==> src/rtl/core/lfpd_pkg.sv <==
// ----------------------------------------------------------------------------
// lfpd_pkg
// Shared types and constants of the line follower PID drive: motor codes,
// register indexes, reset values and the controller/datapath command bundle.
// ----------------------------------------------------------------------------
package lfpd_pkg;

	localparam int MOTOR_W    = 2;
	localparam int DUTY_W     = 8;
	localparam int GAIN_W     = 8;
	localparam int TICK_W     = 16;
	localparam int CFG_IDX_W  = 3;
	localparam int CFG_DATA_W = 16;
	localparam int DUTY_MAX   = 255;
	localparam int DUTY_SHIFT = 5;

	localparam logic [DUTY_W-1:0] RST_BASE_SPEED = 8'd150;
	localparam logic [GAIN_W-1:0] RST_GAIN_P     = 8'd100;
	localparam logic [GAIN_W-1:0] RST_GAIN_I     = 8'd5;
	localparam logic [GAIN_W-1:0] RST_GAIN_D     = 8'd10;
	localparam logic [TICK_W-1:0] RST_HALT_TICKS = 16'd200;

	typedef enum logic [MOTOR_W-1:0] {
		MOT_OFF = 2'd0,
		MOT_FWD = 2'd1,
		MOT_REV = 2'd2
	} motor_t;

	typedef enum logic [CFG_IDX_W-1:0] {
		CFG_BASE_SPEED = 3'd0,
		CFG_GAIN_P     = 3'd1,
		CFG_GAIN_I     = 3'd2,
		CFG_GAIN_D     = 3'd3,
		CFG_HALT_TICKS = 3'd4
	} cfg_idx_t;

	typedef enum logic [1:0] {
		SIDE_NONE  = 2'd0,
		SIDE_RIGHT = 2'd1,
		SIDE_LEFT  = 2'd2
	} side_t;

	typedef enum logic [2:0] {
		RES_FULL_FWD   = 3'd0,
		RES_TURN_RIGHT = 3'd1,
		RES_TURN_LEFT  = 3'd2,
		RES_HALT       = 3'd3,
		RES_PID        = 3'd4
	} res_kind_t;

	typedef enum logic [1:0] {
		MUL_P = 2'd0,
		MUL_I = 2'd1,
		MUL_D = 2'd2
	} mul_sel_t;

	typedef enum logic [1:0] {
		ACC_HOLD = 2'd0,
		ACC_LOAD = 2'd1,
		ACC_ADD  = 2'd2
	} acc_op_t;

	typedef struct packed {
		logic      load;
		logic      div_step;
		logic      err_latch;
		logic      sum_upd;
		logic      timer_on;
		logic      timer_off;
		logic      halt_set;
		mul_sel_t  mul_sel;
		acc_op_t   acc_op;
		logic      emit;
		res_kind_t kind;
		logic      last;
	} lfpd_cmd_t;

	typedef struct packed {
		logic in_tick;
		logic in_none;
		logic halted;
		logic centred;
		logic lost_right;
		logic lost_left;
		logic halt_due;
		logic end_mark;
		logic out_free;
	} lfpd_sts_t;

endpackage

==> src/rtl/core/lfpd_if.sv <==
// ----------------------------------------------------------------------------
// lfpd_if
// Valid/ready channels of the line follower PID drive: sensor request in,
// motor result out.
// ----------------------------------------------------------------------------
interface lfpd_req_if #(
	parameter int SENSOR_COUNT = 8
);
	logic                    valid;
	logic                    ready;
	logic                    req_type;
	logic [SENSOR_COUNT-1:0] sensor_bits;

	modport source(output valid, req_type, sensor_bits, input ready);
	modport sink(input valid, req_type, sensor_bits, output ready);
endinterface

interface lfpd_res_if
	import lfpd_pkg::*;
();
	logic               valid;
	logic               ready;
	logic [MOTOR_W-1:0] right_motor;
	logic [MOTOR_W-1:0] left_motor;
	logic [DUTY_W-1:0]  right_duty;
	logic [DUTY_W-1:0]  left_duty;
	logic               stopped;
	logic               last_of_run;

	modport source(output valid, right_motor, left_motor, right_duty, left_duty,
		stopped, last_of_run, input ready);
	modport sink(input valid, right_motor, left_motor, right_duty, left_duty,
		stopped, last_of_run, output ready);
endinterface

==> src/rtl/core/lfpd_datapath.sv <==
// ----------------------------------------------------------------------------
// lfpd_datapath
// Registers, sensor weighting, bit-serial divider, shared gain multiplier,
// accumulator, duty clamp and the result register.
// ----------------------------------------------------------------------------
module lfpd_datapath
	import lfpd_pkg::*;
#(
	parameter int SENSOR_COUNT = 8,
	parameter int SUM_WIDTH    = 24
) (
	input  logic                    clk,
	input  logic                    arst_n,
	input  logic                    in_req_type,
	input  logic [SENSOR_COUNT-1:0] in_sensor_bits,
	input  logic                    cfg_we,
	input  logic [CFG_IDX_W-1:0]    cfg_index,
	input  logic [CFG_DATA_W-1:0]   cfg_data,
	input  lfpd_cmd_t               cmd,
	output lfpd_sts_t               sts,
	lfpd_res_if.source              res
);

	localparam int WSUM_MAX = SENSOR_COUNT * (SENSOR_COUNT + 1) / 2;
	localparam int WSUM_W   = $clog2(WSUM_MAX + 1);
	localparam int NUM_W    = WSUM_W + 4;
	localparam int CNT_W    = $clog2(SENSOR_COUNT + 1);
	localparam int REM_W    = CNT_W + 1;
	localparam int CENTER   = 8 * (SENSOR_COUNT + 1);
	localparam int E_W      = $clog2(CENTER - 15) + 1;
	localparam int D_W      = E_W + 1;
	localparam int PROD_W   = GAIN_W + 1 + SUM_WIDTH;
	localparam int ACC_W    = PROD_W + 2;

	localparam logic [SENSOR_COUNT-1:0] ALL_LIT = {SENSOR_COUNT{1'b1}};
	localparam logic [SENSOR_COUNT-1:0] TOP_BIT = {1'b1, {(SENSOR_COUNT-1){1'b0}}};
	localparam logic [SENSOR_COUNT-1:0] BOT_BIT = SENSOR_COUNT'(1);
	localparam logic [SENSOR_COUNT-1:0] MID_BITS =
		(SENSOR_COUNT'(1) << (SENSOR_COUNT / 2 - 1)) | (SENSOR_COUNT'(1) << (SENSOR_COUNT / 2));
	localparam logic signed [SUM_WIDTH-1:0] SUM_MAX = {1'b0, {(SUM_WIDTH-1){1'b1}}};
	localparam logic signed [SUM_WIDTH-1:0] SUM_MIN = {1'b1, {(SUM_WIDTH-1){1'b0}}};

	// configuration
	logic [DUTY_W-1:0] base_q;
	logic [GAIN_W-1:0] gain_p_q, gain_i_q, gain_d_q;
	logic [TICK_W-1:0] halt_ticks_q;

	// persistent state
	logic signed [E_W-1:0]       prev_q;
	logic signed [SUM_WIDTH-1:0] sum_q;
	side_t                       side_q;
	logic                        timer_q;
	logic [TICK_W-1:0]           ticks_q;
	logic                        halted_q;

	// per-sample working registers
	logic [SENSOR_COUNT-1:0] bits_q;
	logic [CNT_W-1:0]        cnt_q;
	logic [REM_W-1:0]        rem_q;
	logic [NUM_W-1:0]        quo_q;
	logic signed [E_W-1:0]   e_q;
	logic signed [D_W-1:0]   d_q;
	logic signed [PROD_W-1:0] prod_q;
	logic signed [ACC_W-1:0] acc_q;

	// result register
	logic               out_valid_q;
	logic [MOTOR_W-1:0] out_rm_q, out_lm_q;
	logic [DUTY_W-1:0]  out_rd_q, out_ld_q;
	logic               out_stop_q, out_last_q;

	logic [CNT_W-1:0]          cnt_in;
	logic [WSUM_W-1:0]         wsum_in;
	logic [REM_W-1:0]          rem_shift;
	logic                      quo_bit;
	logic signed [NUM_W:0]     quo_s;
	logic signed [E_W-1:0]     e_new;
	logic signed [D_W-1:0]     d_new;
	logic signed [SUM_WIDTH:0] sum_ext;
	logic signed [SUM_WIDTH-1:0] sum_new;
	logic signed [SUM_WIDTH-1:0] mul_op;
	logic signed [GAIN_W:0]    mul_gain;
	logic signed [PROD_W-1:0]  prod_d;
	logic signed [ACC_W-1:0]   half;
	logic signed [ACC_W:0]     base_x, right_sum, left_sum;
	logic                      sample_load;

	function automatic logic [DUTY_W-1:0] clamp_duty(input logic signed [ACC_W:0] v);
		logic [DUTY_W-1:0] r;
		if (v < 0) begin
			r = '0;
		end else if (v > (ACC_W+1)'(DUTY_MAX)) begin
			r = DUTY_W'(DUTY_MAX);
		end else begin
			r = v[DUTY_W-1:0];
		end
		return r;
	endfunction

	// sensor count and weight sum
	always_comb begin
		cnt_in  = '0;
		wsum_in = '0;
		for (int i = 0; i < SENSOR_COUNT; i++) begin
			if (in_sensor_bits[i]) begin
				cnt_in  = cnt_in + CNT_W'(1);
				wsum_in = wsum_in + WSUM_W'(i + 1);
			end
		end
	end

	assign sample_load = cmd.load && !in_req_type && !halted_q;

	// restoring divider step
	assign rem_shift = {rem_q[CNT_W-1:0], quo_q[NUM_W-1]};
	assign quo_bit   = rem_shift >= {1'b0, cnt_q};

	always_comb begin
		quo_s = $signed({1'b0, quo_q}) - $signed((NUM_W+1)'(CENTER));
		e_new = (cnt_q != '0) ? E_W'(quo_s) : prev_q;
		d_new = D_W'(e_new) - D_W'(prev_q);
	end

	always_comb begin
		sum_ext = (SUM_WIDTH+1)'(sum_q) + (SUM_WIDTH+1)'(e_q);
		if (sum_ext[SUM_WIDTH] != sum_ext[SUM_WIDTH-1]) begin
			sum_new = sum_ext[SUM_WIDTH] ? SUM_MIN : SUM_MAX;
		end else begin
			sum_new = $signed(sum_ext[SUM_WIDTH-1:0]);
		end
	end

	always_comb begin
		unique case (cmd.mul_sel)
			MUL_P: begin
				mul_op   = SUM_WIDTH'(e_q);
				mul_gain = $signed({1'b0, gain_p_q});
			end
			MUL_I: begin
				mul_op   = sum_q;
				mul_gain = $signed({1'b0, gain_i_q});
			end
			MUL_D: begin
				mul_op   = SUM_WIDTH'(d_q);
				mul_gain = $signed({1'b0, gain_d_q});
			end
			default: begin
				mul_op   = '0;
				mul_gain = '0;
			end
		endcase
		prod_d = mul_gain * mul_op;
	end

	always_comb begin
		half      = acc_q >>> DUTY_SHIFT;
		base_x    = (ACC_W+1)'($signed({1'b0, base_q}));
		right_sum = base_x + (ACC_W+1)'(half);
		left_sum  = base_x - (ACC_W+1)'(half);
	end

	always_comb begin
		sts.in_tick    = in_req_type;
		sts.in_none    = in_sensor_bits == '0;
		sts.halted     = halted_q;
		sts.centred    = (cnt_q != '0) && (e_q == '0) && ((bits_q & MID_BITS) == MID_BITS);
		sts.lost_right = (cnt_q == '0) && (side_q == SIDE_RIGHT);
		sts.lost_left  = (cnt_q == '0) && (side_q == SIDE_LEFT);
		sts.halt_due   = ticks_q > halt_ticks_q;
		sts.end_mark   = (bits_q == ALL_LIT) || (bits_q == (ALL_LIT & ~TOP_BIT))
			|| (bits_q == (ALL_LIT & ~BOT_BIT));
		sts.out_free   = !out_valid_q || res.ready;
	end

	// control state
	always_ff @(posedge clk or negedge arst_n) begin
		if (!arst_n) begin
			base_q       <= RST_BASE_SPEED;
			gain_p_q     <= RST_GAIN_P;
			gain_i_q     <= RST_GAIN_I;
			gain_d_q     <= RST_GAIN_D;
			halt_ticks_q <= RST_HALT_TICKS;
			prev_q       <= '0;
			sum_q        <= '0;
			side_q       <= SIDE_NONE;
			timer_q      <= 1'b0;
			ticks_q      <= '0;
			halted_q     <= 1'b0;
			out_valid_q  <= 1'b0;
		end else begin
			if (cfg_we) begin
				unique case (cfg_index)
					CFG_BASE_SPEED: base_q       <= cfg_data[DUTY_W-1:0];
					CFG_GAIN_P:     gain_p_q     <= cfg_data[GAIN_W-1:0];
					CFG_GAIN_I:     gain_i_q     <= cfg_data[GAIN_W-1:0];
					CFG_GAIN_D:     gain_d_q     <= cfg_data[GAIN_W-1:0];
					CFG_HALT_TICKS: halt_ticks_q <= cfg_data[TICK_W-1:0];
					default: ;
				endcase
			end
			if (cmd.load && in_req_type && !halted_q && timer_q && (ticks_q != '1)) begin
				ticks_q <= ticks_q + TICK_W'(1);
			end
			if (sample_load) begin
				if (in_sensor_bits[0]) begin
					side_q <= SIDE_RIGHT;
				end
				if (in_sensor_bits[SENSOR_COUNT-1]) begin
					side_q <= SIDE_LEFT;
				end
			end
			if (cmd.err_latch) begin
				prev_q <= e_new;
			end
			if (cmd.sum_upd) begin
				sum_q <= sum_new;
			end
			if (cmd.timer_on) begin
				timer_q <= 1'b1;
			end else if (cmd.timer_off) begin
				timer_q <= 1'b0;
			end
			if (cmd.halt_set) begin
				halted_q <= 1'b1;
			end
			if (cmd.emit) begin
				out_valid_q <= 1'b1;
			end else if (res.ready) begin
				out_valid_q <= 1'b0;
			end
		end
	end

	// working and result payload
	always_ff @(posedge clk) begin
		if (sample_load) begin
			bits_q <= in_sensor_bits;
			cnt_q  <= cnt_in;
			rem_q  <= '0;
			quo_q  <= {wsum_in, 4'b0000};
		end else if (cmd.div_step) begin
			rem_q <= quo_bit ? (rem_shift - {1'b0, cnt_q}) : rem_shift;
			quo_q <= {quo_q[NUM_W-2:0], quo_bit};
		end
		if (cmd.err_latch) begin
			e_q <= e_new;
			d_q <= d_new;
		end
		prod_q <= prod_d;
		unique case (cmd.acc_op)
			ACC_LOAD: acc_q <= ACC_W'(prod_q);
			ACC_ADD:  acc_q <= acc_q + ACC_W'(prod_q);
			default:  ;
		endcase
		if (cmd.emit) begin
			out_last_q <= cmd.last;
			unique case (cmd.kind)
				RES_FULL_FWD: begin
					out_rm_q   <= MOT_FWD;
					out_lm_q   <= MOT_FWD;
					out_rd_q   <= DUTY_W'(DUTY_MAX);
					out_ld_q   <= DUTY_W'(DUTY_MAX);
					out_stop_q <= 1'b0;
				end
				RES_TURN_RIGHT: begin
					out_rm_q   <= MOT_REV;
					out_lm_q   <= MOT_FWD;
					out_rd_q   <= DUTY_W'(DUTY_MAX);
					out_ld_q   <= DUTY_W'(DUTY_MAX);
					out_stop_q <= 1'b0;
				end
				RES_TURN_LEFT: begin
					out_rm_q   <= MOT_FWD;
					out_lm_q   <= MOT_REV;
					out_rd_q   <= DUTY_W'(DUTY_MAX);
					out_ld_q   <= DUTY_W'(DUTY_MAX);
					out_stop_q <= 1'b0;
				end
				RES_PID: begin
					out_rm_q   <= MOT_FWD;
					out_lm_q   <= MOT_FWD;
					out_rd_q   <= clamp_duty(right_sum);
					out_ld_q   <= clamp_duty(left_sum);
					out_stop_q <= 1'b0;
				end
				default: begin
					out_rm_q   <= MOT_OFF;
					out_lm_q   <= MOT_OFF;
					out_rd_q   <= '0;
					out_ld_q   <= '0;
					out_stop_q <= 1'b1;
				end
			endcase
		end
	end

	assign res.valid       = out_valid_q;
	assign res.right_motor = out_rm_q;
	assign res.left_motor  = out_lm_q;
	assign res.right_duty  = out_rd_q;
	assign res.left_duty   = out_ld_q;
	assign res.stopped     = out_stop_q;
	assign res.last_of_run = out_last_q;

endmodule

==> src/rtl/core/lfpd_ctrl.sv <==
// ----------------------------------------------------------------------------
// lfpd_ctrl
// Sequencer of the line follower PID drive: divider steps, error latch,
// result emission order and the multiply-accumulate of the PID terms.
// ----------------------------------------------------------------------------
module lfpd_ctrl
	import lfpd_pkg::*;
#(
	parameter int SENSOR_COUNT = 8
) (
	input  logic      clk,
	input  logic      arst_n,
	input  logic      in_valid,
	output logic      in_ready,
	input  lfpd_sts_t sts,
	output lfpd_cmd_t cmd
);

	localparam int WSUM_MAX = SENSOR_COUNT * (SENSOR_COUNT + 1) / 2;
	localparam int NUM_W    = $clog2(WSUM_MAX + 1) + 4;
	localparam int DIVC_W   = $clog2(NUM_W);
	localparam logic [DIVC_W-1:0] DIV_LAST = DIVC_W'(NUM_W - 1);

	typedef enum logic [3:0] {
		S_IDLE,
		S_DIV,
		S_ERR,
		S_FIRST,
		S_SECOND,
		S_MUL_P,
		S_MUL_I,
		S_MUL_D,
		S_ACC,
		S_PID_OUT,
		S_STOP
	} state_t;

	state_t            state_q, state_d;
	logic [DIVC_W-1:0] div_q, div_d;

	always_ff @(posedge clk or negedge arst_n) begin
		if (!arst_n) begin
			state_q <= S_IDLE;
			div_q   <= '0;
		end else begin
			state_q <= state_d;
			div_q   <= div_d;
		end
	end

	assign in_ready = state_q == S_IDLE;

	always_comb begin
		cmd     = '0;
		state_d = state_q;
		div_d   = div_q;
		unique case (state_q)
			S_IDLE: begin
				if (in_valid) begin
					cmd.load = 1'b1;
					if (sts.in_tick) begin
						state_d = S_IDLE;
					end else if (sts.halted) begin
						state_d = S_STOP;
					end else if (sts.in_none) begin
						state_d = S_ERR;
					end else begin
						state_d = S_DIV;
						div_d   = DIV_LAST;
					end
				end
			end
			S_DIV: begin
				cmd.div_step = 1'b1;
				if (div_q == '0) begin
					state_d = S_ERR;
				end else begin
					div_d = div_q - DIVC_W'(1);
				end
			end
			S_ERR: begin
				cmd.err_latch = 1'b1;
				state_d       = S_FIRST;
			end
			S_FIRST: begin
				if (sts.centred || sts.lost_right || sts.lost_left) begin
					if (sts.out_free) begin
						cmd.emit = 1'b1;
						cmd.last = !sts.halt_due && sts.end_mark;
						if (sts.centred) begin
							cmd.kind = RES_FULL_FWD;
						end else if (sts.lost_right) begin
							cmd.kind = RES_TURN_RIGHT;
						end else begin
							cmd.kind = RES_TURN_LEFT;
						end
						state_d = S_SECOND;
					end
				end else begin
					state_d = S_SECOND;
				end
			end
			S_SECOND: begin
				if (sts.halt_due) begin
					if (sts.out_free) begin
						cmd.emit      = 1'b1;
						cmd.kind      = RES_HALT;
						cmd.last      = 1'b1;
						cmd.halt_set  = 1'b1;
						cmd.timer_off = 1'b1;
						state_d       = S_IDLE;
					end
				end else if (sts.end_mark) begin
					cmd.timer_on = 1'b1;
					state_d      = S_IDLE;
				end else begin
					cmd.timer_off = 1'b1;
					cmd.sum_upd   = 1'b1;
					state_d       = S_MUL_P;
				end
			end
			S_MUL_P: begin
				cmd.mul_sel = MUL_P;
				state_d     = S_MUL_I;
			end
			S_MUL_I: begin
				cmd.mul_sel = MUL_I;
				cmd.acc_op  = ACC_LOAD;
				state_d     = S_MUL_D;
			end
			S_MUL_D: begin
				cmd.mul_sel = MUL_D;
				cmd.acc_op  = ACC_ADD;
				state_d     = S_ACC;
			end
			S_ACC: begin
				cmd.acc_op = ACC_ADD;
				state_d    = S_PID_OUT;
			end
			S_PID_OUT: begin
				if (sts.out_free) begin
					cmd.emit = 1'b1;
					cmd.kind = RES_PID;
					cmd.last = 1'b1;
					state_d  = S_IDLE;
				end
			end
			S_STOP: begin
				if (sts.out_free) begin
					cmd.emit = 1'b1;
					cmd.kind = RES_HALT;
					cmd.last = 1'b1;
					state_d  = S_IDLE;
				end
			end
			default: begin
				state_d = S_IDLE;
			end
		endcase
	end

endmodule

==> src/rtl/core/line_follower_pid_drive.sv <==
// ----------------------------------------------------------------------------
// line_follower_pid_drive
// Line follower PID motor drive: sensor samples and millisecond ticks in,
// motor direction and duty results out.
// ----------------------------------------------------------------------------
// A timer tick is taken while idle and gives no result. A sensor sample
// is loaded, then passes the bit-serial divider that forms the weighted
// sensor mean, one step per quotient bit (10 quotient bits for 8 sensors),
// then the error latch and two result slots. A sample that ends on an
// end-of-line mark or a halt is done there. A PID sample then passes the
// shared gain multiplier and accumulator (states MUL_P, MUL_I, MUL_D and
// ACC) and its own result slot. A sample with no sensor lit skips the
// divider. A halted block answers a sample from its stop state. One item
// is in work at a time.
// Results leave through an output register, so the next item is taken while
// the last result still waits; a stalled output holds the sequencer at the
// next result slot. Configuration is taken at any cycle but should be
// written only when idle.
// ----------------------------------------------------------------------------
module line_follower_pid_drive
	import lfpd_pkg::*;
#(
	parameter int SENSOR_COUNT = 8,
	parameter int SUM_WIDTH    = 24
) (
	input  logic                  clk,
	input  logic                  arst_n,
	lfpd_req_if.sink              req,
	lfpd_res_if.source            res,
	input  logic                  cfg_we,
	input  logic [CFG_IDX_W-1:0]  cfg_index,
	input  logic [CFG_DATA_W-1:0] cfg_data
);

	lfpd_cmd_t cmd;
	lfpd_sts_t sts;
	logic      in_ready;

	assign req.ready = in_ready;

	lfpd_ctrl #(
		.SENSOR_COUNT(SENSOR_COUNT)
	) u_ctrl (
		.clk     (clk),
		.arst_n  (arst_n),
		.in_valid(req.valid),
		.in_ready(in_ready),
		.sts     (sts),
		.cmd     (cmd)
	);

	lfpd_datapath #(
		.SENSOR_COUNT(SENSOR_COUNT),
		.SUM_WIDTH   (SUM_WIDTH)
	) u_datapath (
		.clk           (clk),
		.arst_n        (arst_n),
		.in_req_type   (req.req_type),
		.in_sensor_bits(req.sensor_bits),
		.cfg_we        (cfg_we),
		.cfg_index     (cfg_index),
		.cfg_data      (cfg_data),
		.cmd           (cmd),
		.sts           (sts),
		.res           (res)
	);

endmodule
==> src/flat_wrapper.sv <==
// flat-port wrapper written by rule: the top's interface ports become plain ports
module line_follower_pid_drive_flat import lfpd_pkg::*;
#(
	parameter int SENSOR_COUNT = 8,
	parameter int SUM_WIDTH    = 24
)
  (clk, arst_n, cfg_we, cfg_index, cfg_data, req_valid, req_req_type, req_sensor_bits, req_ready, res_valid, res_right_motor, res_left_motor, res_right_duty, res_left_duty, res_stopped, res_last_of_run, res_ready);
  lfpd_req_if #(.SENSOR_COUNT(SENSOR_COUNT)) req_i ();
  lfpd_res_if res_i ();
  input  logic clk;
  input  logic arst_n;
  input  logic cfg_we;
  input  logic [CFG_IDX_W-1:0] cfg_index;
  input  logic [CFG_DATA_W-1:0] cfg_data;
  input wire logic [$bits(req_i.valid)-1:0] req_valid;
  input wire logic [$bits(req_i.req_type)-1:0] req_req_type;
  input wire logic [$bits(req_i.sensor_bits)-1:0] req_sensor_bits;
  output wire logic [$bits(req_i.ready)-1:0] req_ready;
  output wire logic [$bits(res_i.valid)-1:0] res_valid;
  output wire logic [$bits(res_i.right_motor)-1:0] res_right_motor;
  output wire logic [$bits(res_i.left_motor)-1:0] res_left_motor;
  output wire logic [$bits(res_i.right_duty)-1:0] res_right_duty;
  output wire logic [$bits(res_i.left_duty)-1:0] res_left_duty;
  output wire logic [$bits(res_i.stopped)-1:0] res_stopped;
  output wire logic [$bits(res_i.last_of_run)-1:0] res_last_of_run;
  input wire logic [$bits(res_i.ready)-1:0] res_ready;
  assign req_i.valid = req_valid;
  assign req_i.req_type = req_req_type;
  assign req_i.sensor_bits = req_sensor_bits;
  assign req_ready = req_i.ready;
  assign res_valid = res_i.valid;
  assign res_right_motor = res_i.right_motor;
  assign res_left_motor = res_i.left_motor;
  assign res_right_duty = res_i.right_duty;
  assign res_left_duty = res_i.left_duty;
  assign res_stopped = res_i.stopped;
  assign res_last_of_run = res_i.last_of_run;
  assign res_i.ready = res_ready;
  line_follower_pid_drive #(.SENSOR_COUNT(SENSOR_COUNT), .SUM_WIDTH(SUM_WIDTH)) u_core (.clk(clk), .arst_n(arst_n), .req(req_i), .res(res_i), .cfg_we(cfg_we), .cfg_index(cfg_index), .cfg_data(cfg_data));
endmodule
==> config.mk <==
export PLATFORM = sky130hd
export DESIGN_NAME = line_follower_pid_drive_flat
export DESIGN_NICKNAME = d
export VERILOG_FILES = /design/src/rtl/core/lfpd_pkg.sv /design/src/rtl/core/lfpd_if.sv /design/src/rtl/core/lfpd_datapath.sv /design/src/rtl/core/lfpd_ctrl.sv /design/src/rtl/core/line_follower_pid_drive.sv /design/src/flat_wrapper.sv
export SDC_FILE = /design/constraint.sdc
export NUM_CORES = 1
export LEC_CHECK = 0
export BUFFER_PORTS_ARGS = -buffer_cell sky130_fd_sc_hd__clkbuf_2
export CAP_MARGIN = 20
export CORE_AREA = 2 2 241 243
export CTS_CLUSTER_SIZE = 28
export DETAILED_ROUTE_END_ITERATION = 8
export DIE_AREA = 0 0 243 245
export PLACE_DENSITY = 0.61
export SYNTH_ARGS = -nofsm -noshare
export SYNTH_HDL_FRONTEND = slang
export SYNTH_SLANG_ARGS = --single-unit
export TNS_END_PERCENT = 30
==> constraint.sdc <==
create_clock -name clk -period 5.87 [get_ports clk]
set_input_delay 1.174 -clock clk [delete_from_list [all_inputs] [get_ports clk]]
set_output_delay 1.174 -clock clk [all_outputs]
set_load 0.02 [all_outputs]
## Word level (Yosys, flattened, before mapping)

Index checks and enable logic that the tools add are counted.

| operators by class | value |
|---|---|
| $add $sub $neg | 23 |
| multipliers | 1 |
| div/mod/pow operators | 0 |
| magnitude comparators | 6 |
| equality and inequality tests | 36 |
| shift-type cells | 0 |
| muxes and demuxes | 78 |
| bitwise operators | 0 |
| reductions and logical operators | 49 |

Operators with widths:

| operator | number |
|---|---|
| two-way mux 4 bit | 22 |
| one-hot mux 24 bit (3 select lines) | 1 |
| one-hot mux 35 bit (2 select lines) | 1 |
| greater-than comparator 31 x 9 -> 1 bit (second input constant) | 2 |
| < comparator 31 x 1 -> 1 bit (second input constant) | 2 |
| two-way mux 24 bit | 2 |
| two-way mux 6 bit | 7 |
| one-hot mux 4 bit (10 select lines) | 1 |
| adder 35 x 33 -> 35 bit | 1 |
| multiplier 9 x 24 -> 33 bit | 1 |
| two-way mux 8 bit | 4 |
| one-hot mux 8 bit (2 select lines) | 2 |
| adder 9 x 30 -> 31 bit | 1 |
| subtractor 9 x 30 -> 31 bit | 1 |
| adder 24 x 7 -> 25 bit | 1 |
| two-way mux 5 bit | 5 |
| adder 4 x 1 -> 4 bit (second input constant) | 6 |
| adder 6 x 3 -> 6 bit (second input constant) | 4 |
| one-hot mux 8 bit (3 select lines) | 1 |
| two-way mux 10 bit | 2 |
| one-hot mux 5 bit (4 select lines) | 1 |
| adder 16 x 1 -> 16 bit (second input constant) | 1 |
| == test 4 x 3 -> 1 bit (second input constant) | 4 |
| == test 8 bit (second input constant) | 2 |
| 44 further kinds | 118 |

| storage, ports and cells | value |
|---|---|
| bits in registers | 239 |
| latch bits | 0 |
| bits in writable memories | 0 |
| bits in read-only memories | 0 |
| word-level logic and storage cells | 222 |
| memories | 0 |

## Depth between registers and ports, before layout

| depth | value |
|---|---|
| depth in word-level cells | 16 |
| depth in mapped cells | 27 |

## Cells and area by module

From an unflattened synthesis, not the netlist that was laid out.

| unflattened totals | value |
|---|---|
| cells, all modules | 2499 |
| area total of the unflattened synthesis | 22510.3 um2 |

Modules (own cells, without submodules):

| module | instances | cells each | area each (um2) | seq. area each (um2) |
|---|---|---|---|---|
| lfpd_datapath | 1 | 2399 | 21747.1 | 6043.3 |
| lfpd_ctrl | 1 | 100 | 763.2 | 200.2 |

## Least setup slack after synthesis

OpenSTA, ideal clock, no wires.

| timing path | value |
|---|---|
| kind | register to register |
| start point | register u_core.u_ctrl.state_q[0] |
| end point | register u_core.u_datapath.prod_q[32] |
| setup time | 0.096 ns |
| arrival time | 6.165 ns |
| data required time | 5.774 ns |
| setup slack | -0.391 ns |
| stages on the path, launching flop included | 23 |
| path buffers | 3 |
| clock period less this slack | 6.261 ns |
| path through | dfrtp_1 > clkbuf_1 > clkbuf_1 > mux2i_1 > o21a_1 > clkbuf_1 > nor2_1 > fa_1 > fa_1 > fa_1 > inv_1 > fa_1 > inv_1 > ha_1 > a21o_1 > a21o_1 > a21oi_1 > nor2_1 > a211oi_1 > a21oi_1 > o31a_1 > mux2i_1 > nor4b_1 |

| between the ends | value |
|---|---|
| word-level cells in the longest chain between the ends | 5 |
| elaborated cells between the ends (all ways) | 9 |
| classes of those cells | mul: 1; eq/ne: 4; mux: 3; reduce/logical: 1 |

RTL lines:

| what | RTL line | text |
|---|---|---|
| start, declared | lfpd_ctrl.sv:38 | `state_t state_q, state_d;` |
| start signal, assigned | lfpd_ctrl.sv:46 | `state_q <= state_d;` |
| == test 4 x 3 -> 1 bit | lfpd_ctrl.sv:57 | `unique case (state_q)` |
| one-hot mux 2 bit (2 select lines) * | lfpd_ctrl.sv:57 |  |
| == test 2 bit, or another cell as far along | lfpd_datapath.sv:134 | `unique case (cmd.mul_sel)` |
| one-hot mux 8 bit (3 select lines) / one-hot mux 24 bit (3 select lines) (equally long branches) | lfpd_datapath.sv:134 |  |
| multiplier 9 x 24 -> 33 bit * | lfpd_datapath.sv:152 | `prod_d = mul_gain * mul_op;` |
| net u_core.u_datapath.prod_d[32] | lfpd_datapath.sv:83 | `logic signed [PROD_W-1:0] prod_d;` |
| end signal, assigned | lfpd_datapath.sv:249 | `prod_q <= prod_d;` |
| end, declared | lfpd_datapath.sv:63 | `logic signed [PROD_W-1:0] prod_q;` |

Mark *: on every way through the listed nets, which the timed path passes. The rest lies on a longest branch.
A chain may end at the register's enable or synchronous reset.

## Final worst setup path

| timing path | value |
|---|---|
| start point | register u_core.u_ctrl.state_q[2] |
| end point | register u_core.u_datapath.prod_q[31] |

Same word-level chain as after synthesis.

==> impl_metrics.ini <==
[cts]
clk_root_buffer_cell = clkbuf_16
clk_pin_slew_ns = 0.06
insertion_delay_ns = 0.57
clock_path_buffers = 3
cts_made_buffers = 29
htree_levels = 1
clkSinkCount = 239
cts_tree = done

[finish]
multi_input_area_mm2 = 0.0152
nets = 3049
areaGrowthSynthToFinish_pct = 15.2
seq_area_mm2 = 0.00624
nFillCells = 5435
n_antenna_cell = 0
instances_no_fill = 3465
final_cell_area_mm2 = 0.0260
layout-drive-gt1-share_pct = 14.0

[die]
core_mm2 = 0.0570
die_x_um = 243
die-area_mm2 = 0.0595
row_count = 88
start_util_pct = 39.6
ios = 57
die_h_um = 245

[yosys]
syn_inst = 2547
yosysWarnings = 0
syn_area_mm2 = 0.0226
avgSynthCellArea_um2 = 8.86
synthTopCellsByCount = inv_1, nand2_1, nor2_1, ha_1, a21oi_1
async_flop_share_pct = 45.2
yosysUniqueCellTypes = 101
synth_edf_count = 90
synth_area_leaders = fa_1, edfxtp_1, dfrtp_1
ys.flop_type = dfrtp_1
synth_most_common_cell = inv_1
yosys.area.top_type = fa_1
synth-seq-cells = 239
post-synth-top-area-fraction_pct = 13.8
synth-seq-area-share_pct = 27.7
syn-num-nets = 2919

[sta]
fin_hold_ws_ns = 0.479
finalSetupViolCount = 0
tightest_slew_ns = 1.09
period_share_pct = 98.2
hold_viol = 0
period_minus_slack_ns = 5.76
rsz0062_at_grt = yes
fin_skew_ns = 0.0271
timing.fmax_ghz = 0.173
maxSlewViolCount = 0
max_slew_margin_pct = 27.0

[drt]
routed-via-count = 18100
viasPerCell = 5.22
routedWlPerCell_um = 15.7
routed_wl_um = 54400
drt-pass1-iter-count = 5
drcViolationCount = 0
ant_nets = 0
drt-initial-drc-count = 992

[global_route]
grt_pass1_vias = 18400
grt_start_max_net_pins = 63
antenna_found_initial = 0
grt_overflow_total = 0
grt_first_pass_wirelength_um = 90100
grt_usage_pct = 18.0

[setup_path]
required_ns = 6.37
start_kind = flip-flop
crit_path_top_delay_cell = fa_1
cpPeakStageDelay_ns = 0.54
crit_path_end_kind = flip-flop
crit_buf_inv = 6
critPathArrivalTime_ns = 6.26
cp_common_cell = fa_1
critical_path_class = flip-flop to flip-flop
path_max_fanout = 8
cp_top_family = adder cells

[placement]
hpwl_um = 42700
routabilityCongestion = 0.920
dp.cells = 3384
portBuffers = 56
place_area_mm2 = 0.0244

[worst_hold_path]
hold_class = flip-flop to flip-flop

[outcome]
status = completed

[run]
drv_cap = 0
-- placed cells by master, fill, tap and decap left out, drive strengths merged, types with 14 or more instances in the layout --
cell and instances:
inv 316, nand2 269, nor2 242, ha 183, a21oi 162, fa 156, o21ai 150, buf 115
clkbuf 104, dfrtp 94, xnor2 90, edfxtp 90, a21o 59, nor3 55, nand3 52, xor2 45
mux2 41, dfxtp 41, nand2b 29, mux2i 29, o21a 27, nor2b 26, and3 22, nand4 21
maj3 16, o211ai 16, nor4 16, or3 14, dfstp 14, a31oi 14
-- per-stage QoR --
step | setup WS [ns] | setup TNS (ns) | util, %
finish | 0.106 | 0 | 45.6
global route | -0.157 | -0.482 | 45.6
CTS | 0.00644 | 0 | 44.5
detailed placement | -0.0794 | -0.0794 | 42.7
global placement | -0.0534 | -0.0534 | 42.7
floorplan | -0.00466 | -0.00466 | -
-- layout make-up --
type,count,share of cell area [%]
clock buffer,43,3.47
clock inverter,11,0.380
inverter,314,4.54
multi-input combinational,1917,58.4
sequential,239,24.0
tap,765,3.68
timing repair buffer,176,5.50
-- worst paths after layout --
| path | from | end | slack, ns | depth (start not counted) |
|---|---|---|---|---|
| max | u_core.u_ctrl.state_q[2] | u_core.u_datapath.prod_q[31] | 0.11 | 25 |
| min | u_core.u_datapath.quo_q[2] | u_core.u_datapath.quo_q[3] | 0.48 | 2 |
| max reg2reg | u_core.u_ctrl.state_q[2] | u_core.u_datapath.prod_q[31] | 0.11 | 25 |
| min reg2reg | u_core.u_datapath.quo_q[2] | u_core.u_datapath.quo_q[3] | 0.48 | 2 |
| max in group asynchronous | arst_n | u_core.u_datapath.ticks_q[10] | 3.99 | 2 |
| min in group asynchronous | arst_n | u_core.u_datapath.side_q[0] | 0.64 | 1 |
-- cells by family (layout without fill, tap and decap cells) --
group / count (synthesis) / in the layout / share of synthesized area (%)
AOI/OAI and AO/OA: 551 / 551 / 15.5
xor gates and xnor gates: 135 / 135 / 5.24
adders and majority gates: 355 / 355 / 24.7
buffers and inverters: 391 / 544 / 6.62
DFF: 239 / 239 / 27.7
muxes: 70 / 70 / 3.33
and+or+nand+nor: 806 / 806 / 16.9
-- sequential cells by signal, summed over array words and instances, names as in the netlist, 4 cells and up --
name / flops
u_core.u_datapath.bits_q: 8
u_core.u_datapath.gain_p_q: 8
u_core.u_datapath.base_q: 8
u_core.u_datapath.rem_q: 4
u_core.u_ctrl.state_q: 4
u_core.u_datapath.e_q: 7
u_core.u_datapath.acc_q: 35
u_core.u_datapath.res.right_duty: 8
u_core.u_datapath.sum_q: 24
u_core.u_datapath.cnt_q: 4
u_core.u_datapath.gain_d_q: 8
u_core.u_ctrl.div_q: 4
u_core.u_datapath.d_q: 8
u_core.u_datapath.prod_q: 33
u_core.u_datapath.prev_q: 7
u_core.u_datapath.gain_i_q: 8
u_core.u_datapath.ticks_q: 16
u_core.u_datapath.halt_ticks_q: 16
u_core.u_datapath.quo_q: 10
u_core.u_datapath.res.left_duty: 8
-- worst register-to-register path, cell delays in order (launching register included) --
cell,delay (ns)
dfrtp_1,0.38
nor2b_2,0.16
nand2_2,0.09
buf_4,0.15
clkbuf_16,0.15
nand2_1,0.10
o21ai_4,0.11
buf_6,0.19
nand2_2,0.07
fa_1,0.54
inv_1,0.05
fa_1,0.49
fa_1,0.49
inv_1,0.05
fa_1,0.53
inv_1,0.06
ha_4,0.29
nand3_1,0.10
nor2_2,0.12
o2111ai_2,0.16
a211o_1,0.33
a2111o_1,0.43
a311oi_2,0.30
nor2_2,0.08
a21oi_2,0.14
xor2_1,0.15
-- layer usage --
layer	vias up	share of wire (%)	global-route usage, %
li1	9004	-	-
met1	8703	48	24.6
met2	288	47	30.8
met3	78	2.9	1.68
met4	0	2.1	4.01
met5	-	0	0
-- repair_timing --
action	in CTS	in global routing
pin swaps	1	18
buffers inserted	1	19
setup endpoints to repair	2	7
gates cloned	0	5
hold buffers	0	0
resized for setup	5	61
Power is not shown: default switching activity piles up to over one toggle a cycle in this logic, so the estimate is an artifact.
